File: src/sv/sv39ptw_pkg.sv
`timescale 1ns / 1ps
// Package for the Sv39 page table walker: widths, codes and shared types.
// Used by the channel interfaces and by every module of the walker.
package sv39ptw_pkg;

	localparam int PAGE_SHIFT  = 12;
	localparam int INDEX_BITS  = 9;
	localparam int NUM_LEVELS  = 4;
	localparam int VA_W        = 39;
	localparam int PPN_W       = 44;
	localparam int PA_W        = 56;
	localparam int PTE_W       = 64;
	localparam int PTE_PPN_LSB = 10;
	localparam int PTE_V_BIT   = 0;
	localparam int PTE_U_BIT   = 4;
	localparam int CFG_IDX_W   = 2;
	localparam int CFG_DATA_W  = 64;

	localparam logic [1:0] TOP_LEVEL = 2'd2;

	localparam logic [CFG_IDX_W-1:0] CFG_ROOT_TABLE_PAGE = 2'd0;
	localparam logic [CFG_IDX_W-1:0] CFG_REQUIRE_USER    = 2'd1;

	typedef enum logic {
		OP_TRANSLATE = 1'b0,
		OP_RESPONSE  = 1'b1
	} op_t;

	typedef enum logic {
		KIND_READ = 1'b0,
		KIND_DONE = 1'b1
	} kind_t;

	typedef enum logic [1:0] {
		ST_OK            = 2'd0,
		ST_INTER_INVALID = 2'd1,
		ST_LEAF_INVALID  = 2'd2,
		ST_LEAF_NOT_USER = 2'd3
	} status_t;

	typedef struct packed {
		logic [PPN_W-1:0] root_table_page;
		logic             require_user;
	} cfg_t;

	typedef struct packed {
		kind_t           kind;
		logic [PA_W-1:0] read_addr;
		logic [PA_W-1:0] phys_addr;
		status_t         status;
	} result_t;

endpackage

File: src/sv/sv39ptw_cmd_if.sv
`timescale 1ns / 1ps
// Input channel of the walker: translate requests and PTE read responses.
// Depends on sv39ptw_pkg for the field widths.
interface sv39ptw_cmd_if;
	import sv39ptw_pkg::*;

	logic                   valid;
	logic                   ready;
	logic                   op;
	logic [VA_W-1:0]        virt_addr;
	logic [PTE_W-1:0]       pte_word;

	modport source (output valid, output op, output virt_addr, output pte_word,
		input ready);
	modport sink (input valid, input op, input virt_addr, input pte_word,
		output ready);
endinterface

File: src/sv/sv39ptw_result_if.sv
`timescale 1ns / 1ps
// Output channel of the walker: memory read requests and finished walks.
// Depends on sv39ptw_pkg for the field widths.
interface sv39ptw_result_if;
	import sv39ptw_pkg::*;

	logic                   valid;
	logic                   ready;
	logic                   kind;
	logic [PA_W-1:0]        read_addr;
	logic [PA_W-1:0]        phys_addr;
	logic [1:0]             status;

	modport source (output valid, output kind, output read_addr, output phys_addr,
		output status, input ready);
	modport sink (input valid, input kind, input read_addr, input phys_addr,
		input status, output ready);
endinterface

File: src/sv/sv39ptw_cfg_if.sv
`timescale 1ns / 1ps
// Configuration write channel of the walker: register index and write data.
// Depends on sv39ptw_pkg for the field widths.
interface sv39ptw_cfg_if;
	import sv39ptw_pkg::*;

	logic                   valid;
	logic                   ready;
	logic [CFG_IDX_W-1:0]   index;
	logic [CFG_DATA_W-1:0]  data;

	modport source (output valid, output index, output data, input ready);
	modport sink (input valid, input index, input data, output ready);
endinterface

File: src/sv/sv39ptw_cfg_regs.sv
`timescale 1ns / 1ps
// Configuration registers of the walker: root table page and user check enable.
// Depends on sv39ptw_pkg and sv39ptw_cfg_if.
module sv39ptw_cfg_regs (
	input  logic                  clk,
	input  logic                  arst_n,
	sv39ptw_cfg_if.sink           cfg,
	output sv39ptw_pkg::cfg_t     cfg_out
);
	import sv39ptw_pkg::*;

	cfg_t cfg_q;

	assign cfg.ready = 1'b1;
	assign cfg_out   = cfg_q;

	always_ff @(posedge clk or negedge arst_n) begin
		if (!arst_n) begin
			cfg_q.root_table_page <= '0;
			cfg_q.require_user    <= 1'b1;
		end else if (cfg.valid) begin
			unique case (cfg.index)
				CFG_ROOT_TABLE_PAGE: cfg_q.root_table_page <= cfg.data[PPN_W-1:0];
				CFG_REQUIRE_USER:    cfg_q.require_user    <= cfg.data[0];
				default: ;
			endcase
		end
	end
endmodule

File: src/sv/sv39ptw_walk.sv
`timescale 1ns / 1ps
// Walk state and single-pass step logic: one accepted beat gives at most one result.
// Depends on sv39ptw_pkg.
module sv39ptw_walk (
	input  logic                          clk,
	input  logic                          arst_n,
	input  logic                          beat,
	input  logic                          op,
	input  logic [sv39ptw_pkg::VA_W-1:0]  virt_addr,
	input  logic [sv39ptw_pkg::PTE_W-1:0] pte_word,
	input  sv39ptw_pkg::cfg_t             cfg,
	output logic                          res_push,
	output sv39ptw_pkg::result_t          res
);
	import sv39ptw_pkg::*;

	localparam int VPN_W = NUM_LEVELS * INDEX_BITS;

	logic            busy_q, busy_d;
	logic [1:0]      level_q, level_d;
	logic [VA_W-1:0] va_q, va_d;
	logic [PPN_W-1:0] pte_ppn;
	logic            pte_v, pte_u;

	function automatic logic [PA_W-1:0] pte_addr(input logic [PPN_W-1:0] ppn,
		input logic [VA_W-1:0] va, input logic [1:0] level);
		logic [VPN_W-1:0]      vpn;
		logic [INDEX_BITS-1:0] idx;
		vpn = {{(VPN_W - (VA_W - PAGE_SHIFT)){1'b0}}, va[VA_W-1:PAGE_SHIFT]};
		idx = vpn[level * INDEX_BITS +: INDEX_BITS];
		return {ppn, idx, 3'b000};
	endfunction

	assign pte_ppn = pte_word[PTE_PPN_LSB + PPN_W - 1:PTE_PPN_LSB];
	assign pte_v   = pte_word[PTE_V_BIT];
	assign pte_u   = pte_word[PTE_U_BIT];

	always_comb begin
		busy_d   = busy_q;
		level_d  = level_q;
		va_d     = va_q;
		res_push = 1'b0;
		res      = '0;
		if (beat) begin
			if (op == OP_TRANSLATE) begin
				if (!busy_q) begin
					va_d          = virt_addr;
					level_d       = TOP_LEVEL;
					busy_d        = 1'b1;
					res_push      = 1'b1;
					res.kind      = KIND_READ;
					res.read_addr = pte_addr(cfg.root_table_page, virt_addr, TOP_LEVEL);
				end
			end else if (busy_q) begin
				res_push = 1'b1;
				if (level_q != 2'd0) begin
					if (!pte_v) begin
						busy_d     = 1'b0;
						res.kind   = KIND_DONE;
						res.status = ST_INTER_INVALID;
					end else begin
						level_d       = level_q - 2'd1;
						res.kind      = KIND_READ;
						res.read_addr = pte_addr(pte_ppn, va_q, level_q - 2'd1);
					end
				end else begin
					busy_d   = 1'b0;
					res.kind = KIND_DONE;
					if (!pte_v) begin
						res.status = ST_LEAF_INVALID;
					end else if (cfg.require_user && !pte_u) begin
						res.status = ST_LEAF_NOT_USER;
					end else begin
						res.phys_addr = {pte_ppn, va_q[PAGE_SHIFT-1:0]};
					end
				end
			end
		end
	end

	always_ff @(posedge clk or negedge arst_n) begin
		if (!arst_n) begin
			busy_q  <= 1'b0;
			level_q <= 2'd0;
			va_q    <= '0;
		end else begin
			busy_q  <= busy_d;
			level_q <= level_d;
			va_q    <= va_d;
		end
	end

	a_start_busy: assert property (@(posedge clk) disable iff (!arst_n)
		beat && op == OP_TRANSLATE && !busy_q |=> busy_q && level_q == TOP_LEVEL)
		else $error("translate beat did not start a walk");
	a_leaf_ends: assert property (@(posedge clk) disable iff (!arst_n)
		beat && op == OP_RESPONSE && busy_q && level_q == 2'd0 |=> !busy_q)
		else $error("leaf response did not end the walk");
	a_idle_silent: assert property (@(posedge clk) disable iff (!arst_n)
		beat && op == OP_RESPONSE && !busy_q |-> !res_push)
		else $error("response while idle produced a result");
endmodule

File: src/sv/sv39ptw_out_skid.sv
`timescale 1ns / 1ps
// Output register plus skid register between the step logic and the result channel.
// Depends on sv39ptw_pkg and sv39ptw_result_if.
module sv39ptw_out_skid (
	input  logic                  clk,
	input  logic                  arst_n,
	input  logic                  push,
	input  sv39ptw_pkg::result_t  push_data,
	output logic                  can_push,
	sv39ptw_result_if.source      result
);
	import sv39ptw_pkg::*;

	logic    out_valid_q, skid_valid_q;
	result_t out_q, skid_q;
	logic    pop;

	assign pop              = out_valid_q && result.ready;
	assign can_push         = !skid_valid_q;
	assign result.valid     = out_valid_q;
	assign result.kind      = out_q.kind;
	assign result.read_addr = out_q.read_addr;
	assign result.phys_addr = out_q.phys_addr;
	assign result.status    = out_q.status;

	always_ff @(posedge clk or negedge arst_n) begin
		if (!arst_n) begin
			out_valid_q  <= 1'b0;
			skid_valid_q <= 1'b0;
		end else if (skid_valid_q) begin
			if (pop) begin
				skid_valid_q <= 1'b0;
			end
		end else if (push) begin
			if (!out_valid_q || pop) begin
				out_valid_q <= 1'b1;
			end else begin
				skid_valid_q <= 1'b1;
			end
		end else if (pop) begin
			out_valid_q <= 1'b0;
		end
	end

	always_ff @(posedge clk) begin
		if (skid_valid_q) begin
			if (pop) begin
				out_q <= skid_q;
			end
		end else if (push) begin
			if (!out_valid_q || pop) begin
				out_q <= push_data;
			end else begin
				skid_q <= push_data;
			end
		end
	end

	a_skid_behind_out: assert property (@(posedge clk) disable iff (!arst_n)
		skid_valid_q |-> out_valid_q)
		else $error("skid entry held without an output entry");
	a_stall_holds: assert property (@(posedge clk) disable iff (!arst_n)
		out_valid_q && !result.ready |=> out_valid_q && $stable(out_q))
		else $error("stalled result changed");
	a_skid_drains: assert property (@(posedge clk) disable iff (!arst_n)
		skid_valid_q && pop |=> out_valid_q && !skid_valid_q && out_q == $past(skid_q))
		else $error("skid entry lost on drain");
endmodule

File: src/sv/sv39ptw_top.sv
`timescale 1ns / 1ps
// Sv39 page table walker. The cmd channel carries translate requests (op 0)
// and PTE read responses (op 1); the result channel carries PTE read requests
// (kind 0) and finished translations (kind 1) with their status.
// The cfg channel writes the root table page (index 0) and the user check
// enable (index 1); it is always ready and should be used only while idle.
// Each accepted cmd beat is worked by the combinational step logic; its result,
// if any, is registered in the output register, or in the skid register if the
// receiver stalls. One beat can be taken every cycle while the skid is empty.
// A walk takes TOP_LEVEL + 1 responses, fewer if a non-leaf PTE is invalid.
// Translate beats during a walk and responses while idle are taken and dropped.
// A skid register behind the output register lets one more beat be taken while
// the receiver stalls; with both full, cmd.ready drops until a result is taken.
// Reset clears the walk to idle, the root page to zero and sets the user check.
// Depends on sv39ptw_pkg, the channel interfaces and the walker submodules.
module sv39_page_table_walker (
	input  logic              clk,
	input  logic              arst_n,
	sv39ptw_cmd_if.sink       cmd,
	sv39ptw_result_if.source  result,
	sv39ptw_cfg_if.sink       cfg
);
	import sv39ptw_pkg::*;

	cfg_t    cfg_cur;
	result_t res;
	logic    res_push;
	logic    can_push;
	logic    beat;

	assign cmd.ready = can_push;
	assign beat      = cmd.valid && cmd.ready;

	sv39ptw_cfg_regs u_cfg_regs (
		.clk     (clk),
		.arst_n  (arst_n),
		.cfg     (cfg),
		.cfg_out (cfg_cur)
	);

	sv39ptw_walk u_walk (
		.clk       (clk),
		.arst_n    (arst_n),
		.beat      (beat),
		.op        (cmd.op),
		.virt_addr (cmd.virt_addr),
		.pte_word  (cmd.pte_word),
		.cfg       (cfg_cur),
		.res_push  (res_push),
		.res       (res)
	);

	sv39ptw_out_skid u_out_skid (
		.clk       (clk),
		.arst_n    (arst_n),
		.push      (res_push),
		.push_data (res),
		.can_push  (can_push),
		.result    (result)
	);
endmodule
File: src/flat_wrapper.sv
// flat-port wrapper written by rule: the top's interface ports become plain ports
module sv39_page_table_walker_flat import sv39ptw_pkg::*;
  (clk, arst_n, cmd_valid, cmd_op, cmd_virt_addr, cmd_pte_word, cmd_ready, result_valid, result_kind, result_read_addr, result_phys_addr, result_status, result_ready, cfg_valid, cfg_index, cfg_data, cfg_ready);
  sv39ptw_cmd_if cmd_i ();
  sv39ptw_result_if result_i ();
  sv39ptw_cfg_if cfg_i ();
  input  logic clk;
  input  logic arst_n;
  input wire logic [$bits(cmd_i.valid)-1:0] cmd_valid;
  input wire logic [$bits(cmd_i.op)-1:0] cmd_op;
  input wire logic [$bits(cmd_i.virt_addr)-1:0] cmd_virt_addr;
  input wire logic [$bits(cmd_i.pte_word)-1:0] cmd_pte_word;
  output wire logic [$bits(cmd_i.ready)-1:0] cmd_ready;
  output wire logic [$bits(result_i.valid)-1:0] result_valid;
  output wire logic [$bits(result_i.kind)-1:0] result_kind;
  output wire logic [$bits(result_i.read_addr)-1:0] result_read_addr;
  output wire logic [$bits(result_i.phys_addr)-1:0] result_phys_addr;
  output wire logic [$bits(result_i.status)-1:0] result_status;
  input wire logic [$bits(result_i.ready)-1:0] result_ready;
  input wire logic [$bits(cfg_i.valid)-1:0] cfg_valid;
  input wire logic [$bits(cfg_i.index)-1:0] cfg_index;
  input wire logic [$bits(cfg_i.data)-1:0] cfg_data;
  output wire logic [$bits(cfg_i.ready)-1:0] cfg_ready;
  assign cmd_i.valid = cmd_valid;
  assign cmd_i.op = cmd_op;
  assign cmd_i.virt_addr = cmd_virt_addr;
  assign cmd_i.pte_word = cmd_pte_word;
  assign cmd_ready = cmd_i.ready;
  assign result_valid = result_i.valid;
  assign result_kind = result_i.kind;
  assign result_read_addr = result_i.read_addr;
  assign result_phys_addr = result_i.phys_addr;
  assign result_status = result_i.status;
  assign result_i.ready = result_ready;
  assign cfg_i.valid = cfg_valid;
  assign cfg_i.index = cfg_index;
  assign cfg_i.data = cfg_data;
  assign cfg_ready = cfg_i.ready;
  sv39_page_table_walker u_core (.clk(clk), .arst_n(arst_n), .cmd(cmd_i), .result(result_i), .cfg(cfg_i));
endmodule
File: config.mk
export PLATFORM = sky130hd
export DESIGN_NAME = sv39_page_table_walker_flat
export DESIGN_NICKNAME = d
export VERILOG_FILES = /design/src/sv/sv39ptw_pkg.sv /design/src/sv/sv39ptw_cmd_if.sv /design/src/sv/sv39ptw_result_if.sv /design/src/sv/sv39ptw_cfg_if.sv /design/src/sv/sv39ptw_cfg_regs.sv /design/src/sv/sv39ptw_walk.sv /design/src/sv/sv39ptw_out_skid.sv /design/src/sv/sv39ptw_top.sv /design/src/flat_wrapper.sv
export SDC_FILE = /design/constraint.sdc
export NUM_CORES = 1
export LEC_CHECK = 0
export ABC_AREA = 0
export CAP_MARGIN = 20
export CORE_MARGIN = 8
export CORE_UTILIZATION = 55
export DETAILED_ROUTE_END_ITERATION = 10
export DONT_BUFFER_PORTS = 1
export PLACE_DENSITY = 0.7
export SLEW_MARGIN = 25
export SYNTH_ARGS = -nofsm -noshare
export SYNTH_HDL_FRONTEND = slang
export SYNTH_SLANG_ARGS = --single-unit
File: constraint.sdc
create_clock -name clk -period 31.1 [get_ports clk]
set_input_delay 1.555 -clock clk [delete_from_list [all_inputs] [get_ports clk]]
set_output_delay 1.555 -clock clk [all_outputs]
set_load 0.05 [all_outputs]
### After elaboration in Yosys (flattened, before gate mapping)

Index checks and enable logic that the tools add are counted.

* bits in registers: 319
* input port bits: 175
* output and inout bits: 118
* logic and storage cells: 88

* $add $sub $neg: 1
* multipliers: 1
* equal/unequal tests: 7
* shift-type cells: 1
* mux-type cells: 40
* bitwise operators: 4
* reductions and logical operators: 19

Operators with widths (number)
* $mux W115: 6
* $mux W56: 6
* $mux W58: 1
* $mux W57: 1
* $shiftx A36 B7 Y9: 1
* $mux W1: 18
* $mux W2: 8
* $reduce_and A3 Y1: 4
* $reduce_bool A2 Y1: 4
* $mul A2 B4 Y6 const B: 1
* $ne A2 B1 Y1 const B: 3
* $ne A2 B2 Y1 const B: 3
* $reduce_and A5 Y1: 1
* $not A1 Y1: 4
* $reduce_and A2 Y1: 2
* $logic_and A1 B1 Y1: 3
* $logic_not A1 Y1: 3
* $eq A2 B1 Y1 const B: 1
* $logic_not A2 Y1: 1
* $sub A2 B1 Y2 const B: 1
* $logic_or A1 B1 Y1: 1

### Longest topological paths before layout

* depth in word-level cells: 11
* depth in mapped cells: 8
* gate-level depth less buffers: 5

### By module

Synthesis repeated with hierarchy kept, for this count alone.

* cell total of the unflattened synthesis: 845
* area, all modules: 13290.2 sq um

By module, submodules not included
* sv39ptw_out_skid: instances 1, cells each 369, area each 8431.8 sq um, seq. area each 6956.7 sq um
* sv39ptw_walk: instances 1, cells each 377, area each 3135.5 sq um, seq. area each 1051.0 sq um
* sv39ptw_cfg_regs: instances 1, cells each 98, area each 1716.6 sq um, seq. area each 1127.3 sq um
* sv39_page_table_walker: instances 1, cells each 1, area each 6.3 sq um, seq. area each 0.0 sq um

### Worst setup path before layout

OpenSTA, ideal clock, no wires.

* path kind: input-to-reg
* start: input cmd_op
* end: register u_core.u_out_skid.skid_q[0] (netlist name) (enable)
* setup time: 902 ps
* arrival time: 13887 ps
* required time: 30198 ps
* setup slack: 16311 ps
* stages: 5
* buffers on the path: 2
* cell sequence: buf_2 -> inv_1 -> clkbuf_1 -> ha_1 -> nor4b_1

* cells in the longest elaborated chain, start to end: 3

RTL lines
* start: declaration: RTL line flat_wrapper.sv:10 `input wire logic [$bits(cmd_i.op)-1:0] cmd_op;`
* $mux W1: RTL line sv39ptw_walk.sv:45 `if (op == OP_TRANSLATE) begin`
* $mux W1: RTL line sv39ptw_walk.sv:44 `if (beat) begin`
* $reduce_and A3 Y1 (no source line)
* end signal: assignment: RTL line sv39ptw_out_skid.sv:54 `skid_q <= push_data;`
* end: declaration: RTL line sv39ptw_out_skid.sv:15 `result_t out_q, skid_q;`

No other way between the ends.
A chain may end at the register's enable or synchronous reset.

### Worst setup path in the final report

* start: input cmd_op
* end: register u_core.u_out_skid.out_q (netlist bit u_core.u_out_skid.result.read_addr[26]) (enable)

* cells in the longest elaborated chain, start to end: 4

RTL lines
* $mux W1: RTL line sv39ptw_walk.sv:45
* $mux W1: RTL line sv39ptw_walk.sv:44
* $reduce_bool A2 Y1 (no source line)
* $reduce_and A3 Y1 (no source line)
* end signal: assignment: RTL line sv39ptw_out_skid.sv:48 `out_q <= skid_q;`
* end signal: assignment: RTL line sv39ptw_out_skid.sv:52 `out_q <= push_data;`
* end: declaration: RTL line sv39ptw_out_skid.sv:15

No other way between the ends.

==> results by stage <==
Status:
- The run finished with clean final reports.

Clock network:
- In this run the number of H-tree levels came out at 1.
- In this run the post-CTS setup repair buffer count came out at 0.
- The hold-fix buffer count after cts is 0.
- The buffer depth of the longest clock path is 3.
- After clock tree synthesis, the clock-pin slew on the worst setup and hold paths is around 0.060 ns.
- The insertion delay to the later sink of the worst-skew pair is 0.55 ns.
- The count of cells resized by post-cts repair is 0.
- The total CTS buffers is 31.
- The root buffer cell is sky130_fd_sc_hd__clkbuf_16.
- The clock tree from TritonCTS is done.
- CTS saw 313 sinks.

Yosys:
- By area the synthesized netlist is led by sky130_fd_sc_hd__edfxtp_1 53%, sky130_fd_sc_hd__dfrtp_1 17%, sky130_fd_sc_hd__mux2_2 8.3%.
- After synthesis, flip-flops and latches occupy 70.7% of the total area.
- During synthesis, Yosys emitted a total of 0 warnings.
- The instance count of the mapped netlist is between 800 and 900.
- The post-synthesis sequential element count is 313.
- The proportion of synthesized flip-flops having asynchronous set or reset is approximately 28%.
- After synthesis, the largest area contributor takes up 53.1% of total cell area.
- Ranked by instance count, the synthesized netlist is headed by 224 x sky130_fd_sc_hd__edfxtp_1, 93 x sky130_fd_sc_hd__mux2_2, 88 x sky130_fd_sc_hd__dfrtp_1.
- The summed instance area of the synthesized netlist is 12,700 µm².
- The per-instance average area after synthesis is 14.8 µm².
- The library cell with the largest summed area after synthesis is sky130_fd_sc_hd__edfxtp_1.
- Synthesis instantiated 40 different standard cells from the library.
- In the synthesized netlist the dominant register cell turns out to be sky130_fd_sc_hd__edfxtp_1.
- The number of flops mapped to enable cells by yosys is 224.
- By instance count, the leading cell after synthesis is sky130_fd_sc_hd__edfxtp_1.

Global routing:
- The via count of the first global-routing pass is 6,964.
- The first global-routing pass estimated 41.0 mm of wire.
- The number of antenna violations at the first check in global routing is 3.
- The remaining global-route overflow is 0.
- The pin count of the biggest net entering global routing is between 100 and 150.
- The combined global-route utilization of all metal layers is 18.5%.

Floorplan:
- The core region area is 22,600 µm².
- The vertical die dimension is 168 µm.
- The floorplan has between 50 and 60 rows.
- The area of the die is around 28,000 µm².
- Measured along the x axis, the die boundary spans 168 µm.
- 293 I/O pins were placed.
- The initial standard-cell utilization of the core is 56.0%.

Place:
- Before CTS, the worst setup slack after placement is roughly 27 ns.
- The half-perimeter wire length after detailed placement is 16.9 mm.
- The number of input and output port buffers inserted is 0.
- Routability-driven placement finished with a final weighted congestion of 0.808.

Setup path:
- The highest fanout seen on the critical path is 63.
- The capturing element type of the critical path is a flip-flop.
- The startpoint identified for the worst register-to-register timing path is u_core.u_walk.busy_q$_DFFE_PN0P_.
- For the worst flop-to-flop path, the logic depth is 6.
- The largest stage delay on the critical path is 0.64 ns.
- The slowest stage of the critical path belongs to the cell sky130_fd_sc_hd__buf_4.
- The category of the critical setup timing path is in2reg.
- The worst register-to-register path ends at u_core.u_out_skid.result.read_addr[26]$_DFFE_PP_.
- In this run the worst setup path begins at cmd_op.
- The arrival time of the worst setup path is 3.58 ns.
- The register-to-register path setup slack is 28.27 ns.
- The worst setup path is launched from an input port.
- Walking the worst path, the cells encountered are inv_1 > ha_1 > nor3b_1 > a21oi_1 > a21oi_4 > buf_4.
- For the worst setup path, the data required time is 31.26 ns.

Power and ir drop:
- The total power of the final layout is 1440 µW.
- Net switching is roughly 37% of the power.
- The cell leakage power is 0.00493 µW.
- Registers are responsible for 58.6% of the overall power.
- The internal portion of total power is 901 µW.
- The power density normalized to cell area is 103 nW/µm².
- For this design the total switching power over the nets is roughly 530 µW.
- The maximum vdd ir drop is 0.0678 mV.
- Per report_power, the clock group accounts for 25.3% of the total.
- The fraction of power consumed by combinational cells is 16.1%.

Drt:
- The routed design has 27.1 mm of wire.
- The average wire length per cell after detail routing is between 20 and 25 µm.
- Signal routing reaches up to met5.
- Once detail routing completed, the nets flagged for antenna violations numbered 0.
- After detailed routing, the wire length on met1 is 10.5 mm.
- The routed layout has a little over 7,000 vias.
- The detailed-route vias per instance is 6.15.
- Summed over all nets, wire length on met3 after detailed routing comes to around 2.5 mm.
- The remaining routing DRC violations is 0.
- The first detailed-routing pass ran for 5 iterations.
- The first routing iteration left 654 violations.
- Summed over all nets, wire length on met2 after detailed routing comes to 13.4 mm.

Min path:
- The worst min-delay path endpoint is u_core.u_walk.va_q[29]$_DFFE_PN0P_.
- The worst min-delay path startpoint is u_core.u_walk.va_q[29]$_DFFE_PN0P_.
- The class of the worst hold path is reg2reg.
- Along the worst hold path, the cell count comes to 1.

Timing:
- The number of max-slew violations in the final report came to 0.
- The least setup slack across all paths after layout is 27.67 ns.
- The number of hold-slack violations in the final timing report is 0.
- The maximum clock frequency is between 200 and 300 MHz.
- For the finished layout, the period the worst path requires is 3.43 ns.
- Of the available clock period, the critical path in the final layout requires 11.0%.
- Across the routed clock network, the largest skew measured is approximately 0.020 ns.
- The final setup violation count is 0.
- Setup repair after global routing left no endpoint under its margin.
- The worst hold margin is 0.499 ns.
- The worst slew margin relative to its limit is approximately 33%.
- At the pin with the least slew margin, the transition time is approximately 1 ns.
- The summed negative setup slack over all endpoints is 0 ns.

Cells and area:
- The area growth from synthesis to layout is 9.45%.
- The layout cell share with drive strength beyond 1 is 18.8%.
- After the last flow step, the layout net total stands at 1,014.

Flow run:
- The tool flagged a number of max-cap violations equal to 0.
critical path: cells and delay by family:
kind	cells	cell delay, ns
buf+inv	2	1.00
compound gates	2	0.28
fa+ha+maj	1	0.36
simple gates	1	0.26
through the flow:
stage          instances  area (µm²)  util [%]
3_3_place_gp        1087       12800      56.7
2_1_floorplan        859       12700         -
6_report            1146       13900      61.3
4_1_cts             1144       13800      61.1
5_1_grt             1146       13900      61.3
3_5_place_dp        1087       12800      56.7
cells by family (layout without fill, tap and decap cells):
kind of cell / after synthesis / after routing / synth area share, %
mux: 93 / 93 / 8.26
simple gates: 185 / 185 / 7.35
flops: 313 / 313 / 70.7
other cells: 2 / 5 / 0.0593
fa+ha+maj: 3 / 3 / 0.296
buf+inv: 73 / 74 / 2.72
compound gates: 188 / 188 / 10.6
power by group through the flow:
stage / logic (µW) / clock network [µW] / registers, µW
after CTS: 231 / 369 / 843
final: 231 / 363 / 842
after detailed placement: 231 / 0 / 850
after global routing: 255 / 386 / 853
after global placement: 221 / 0 / 846
after floorplan: 190 / 0 / 831
layout by cell type, fill, tap and decap left out, types with 7 or more instances in the layout:
master                      count
sky130_fd_sc_hd__nor3_1        11
sky130_fd_sc_hd__nand2_1       54
sky130_fd_sc_hd__a22o_1        57
sky130_fd_sc_hd__dfrtp_1       87
sky130_fd_sc_hd__and2_1        56
sky130_fd_sc_hd__clkinv_2      10
sky130_fd_sc_hd__inv_1          7
sky130_fd_sc_hd__edfxtp_1     224
sky130_fd_sc_hd__buf_4          7
sky130_fd_sc_hd__a22oi_1       44
sky130_fd_sc_hd__nor2_1        44
sky130_fd_sc_hd__clkbuf_16     31
sky130_fd_sc_hd__a21oi_1       11
sky130_fd_sc_hd__mux2_2        93
sky130_fd_sc_hd__o31ai_1        9
sky130_fd_sc_hd__o21ai_0       47
sky130_fd_sc_hd__a221oi_1       9
worst max-delay path by stage:
stage,to,slack (ns),depth (start not counted)
final,u_core.u_out_skid.result.read_addr[26]$_DFFE_PP_,27.67,6
after global routing,u_core.u_out_skid.result.read_addr[26]$_DFFE_PP_,27.59,6
after CTS,u_core.u_out_skid.result.read_addr[26]$_DFFE_PP_,27.72,6
after detailed placement,u_core.u_out_skid.result.phys_addr[19]$_DFFE_PP_,27.20,6
after global placement,u_core.u_out_skid.result.phys_addr[27]$_DFFE_PP_,27.24,6
after floorplan,u_core.u_out_skid.skid_q[0]$_DFFE_PP_,16.31,5
flip-flops by register name, summed over array words and instances, names as in the netlist:
signal / flops
u_core.u_walk.level_q: 2
u_core.u_out_skid.skid_q: 112
u_core.u_cfg_regs.cfg_out: 45
u_core.u_out_skid.result.read_addr: 53
u_core.u_walk.busy_q: 1
u_core.u_walk.va_q: 39
u_core.u_out_skid.skid_valid_q: 1
u_core.u_out_skid.result.valid: 1
u_core.u_out_skid.result.status: 2
u_core.u_out_skid.result.kind: 1
u_core.u_out_skid.result.phys_addr: 56
per-layer routing:
metal	global-route usage (%)	up-vias
li1	-	3180
met1	22.4	3502
met2	31.1	314
met3	6.41	49
met4	5.47	4
met5	0	-
cell type report:
cell class,instances,area (µm²)
Timing Repair Buffer,9,91.3
Clock buffer,35,811
Inverter,8,30.0
Clock inverter,22,188
Sequential cell,313,8960
Fill cell,1666,8770
Tap cell,285,357
Multi-Input combinational cell,473,3430
Antenna cell,1,2.50
(Power assumes the default switching activity.)
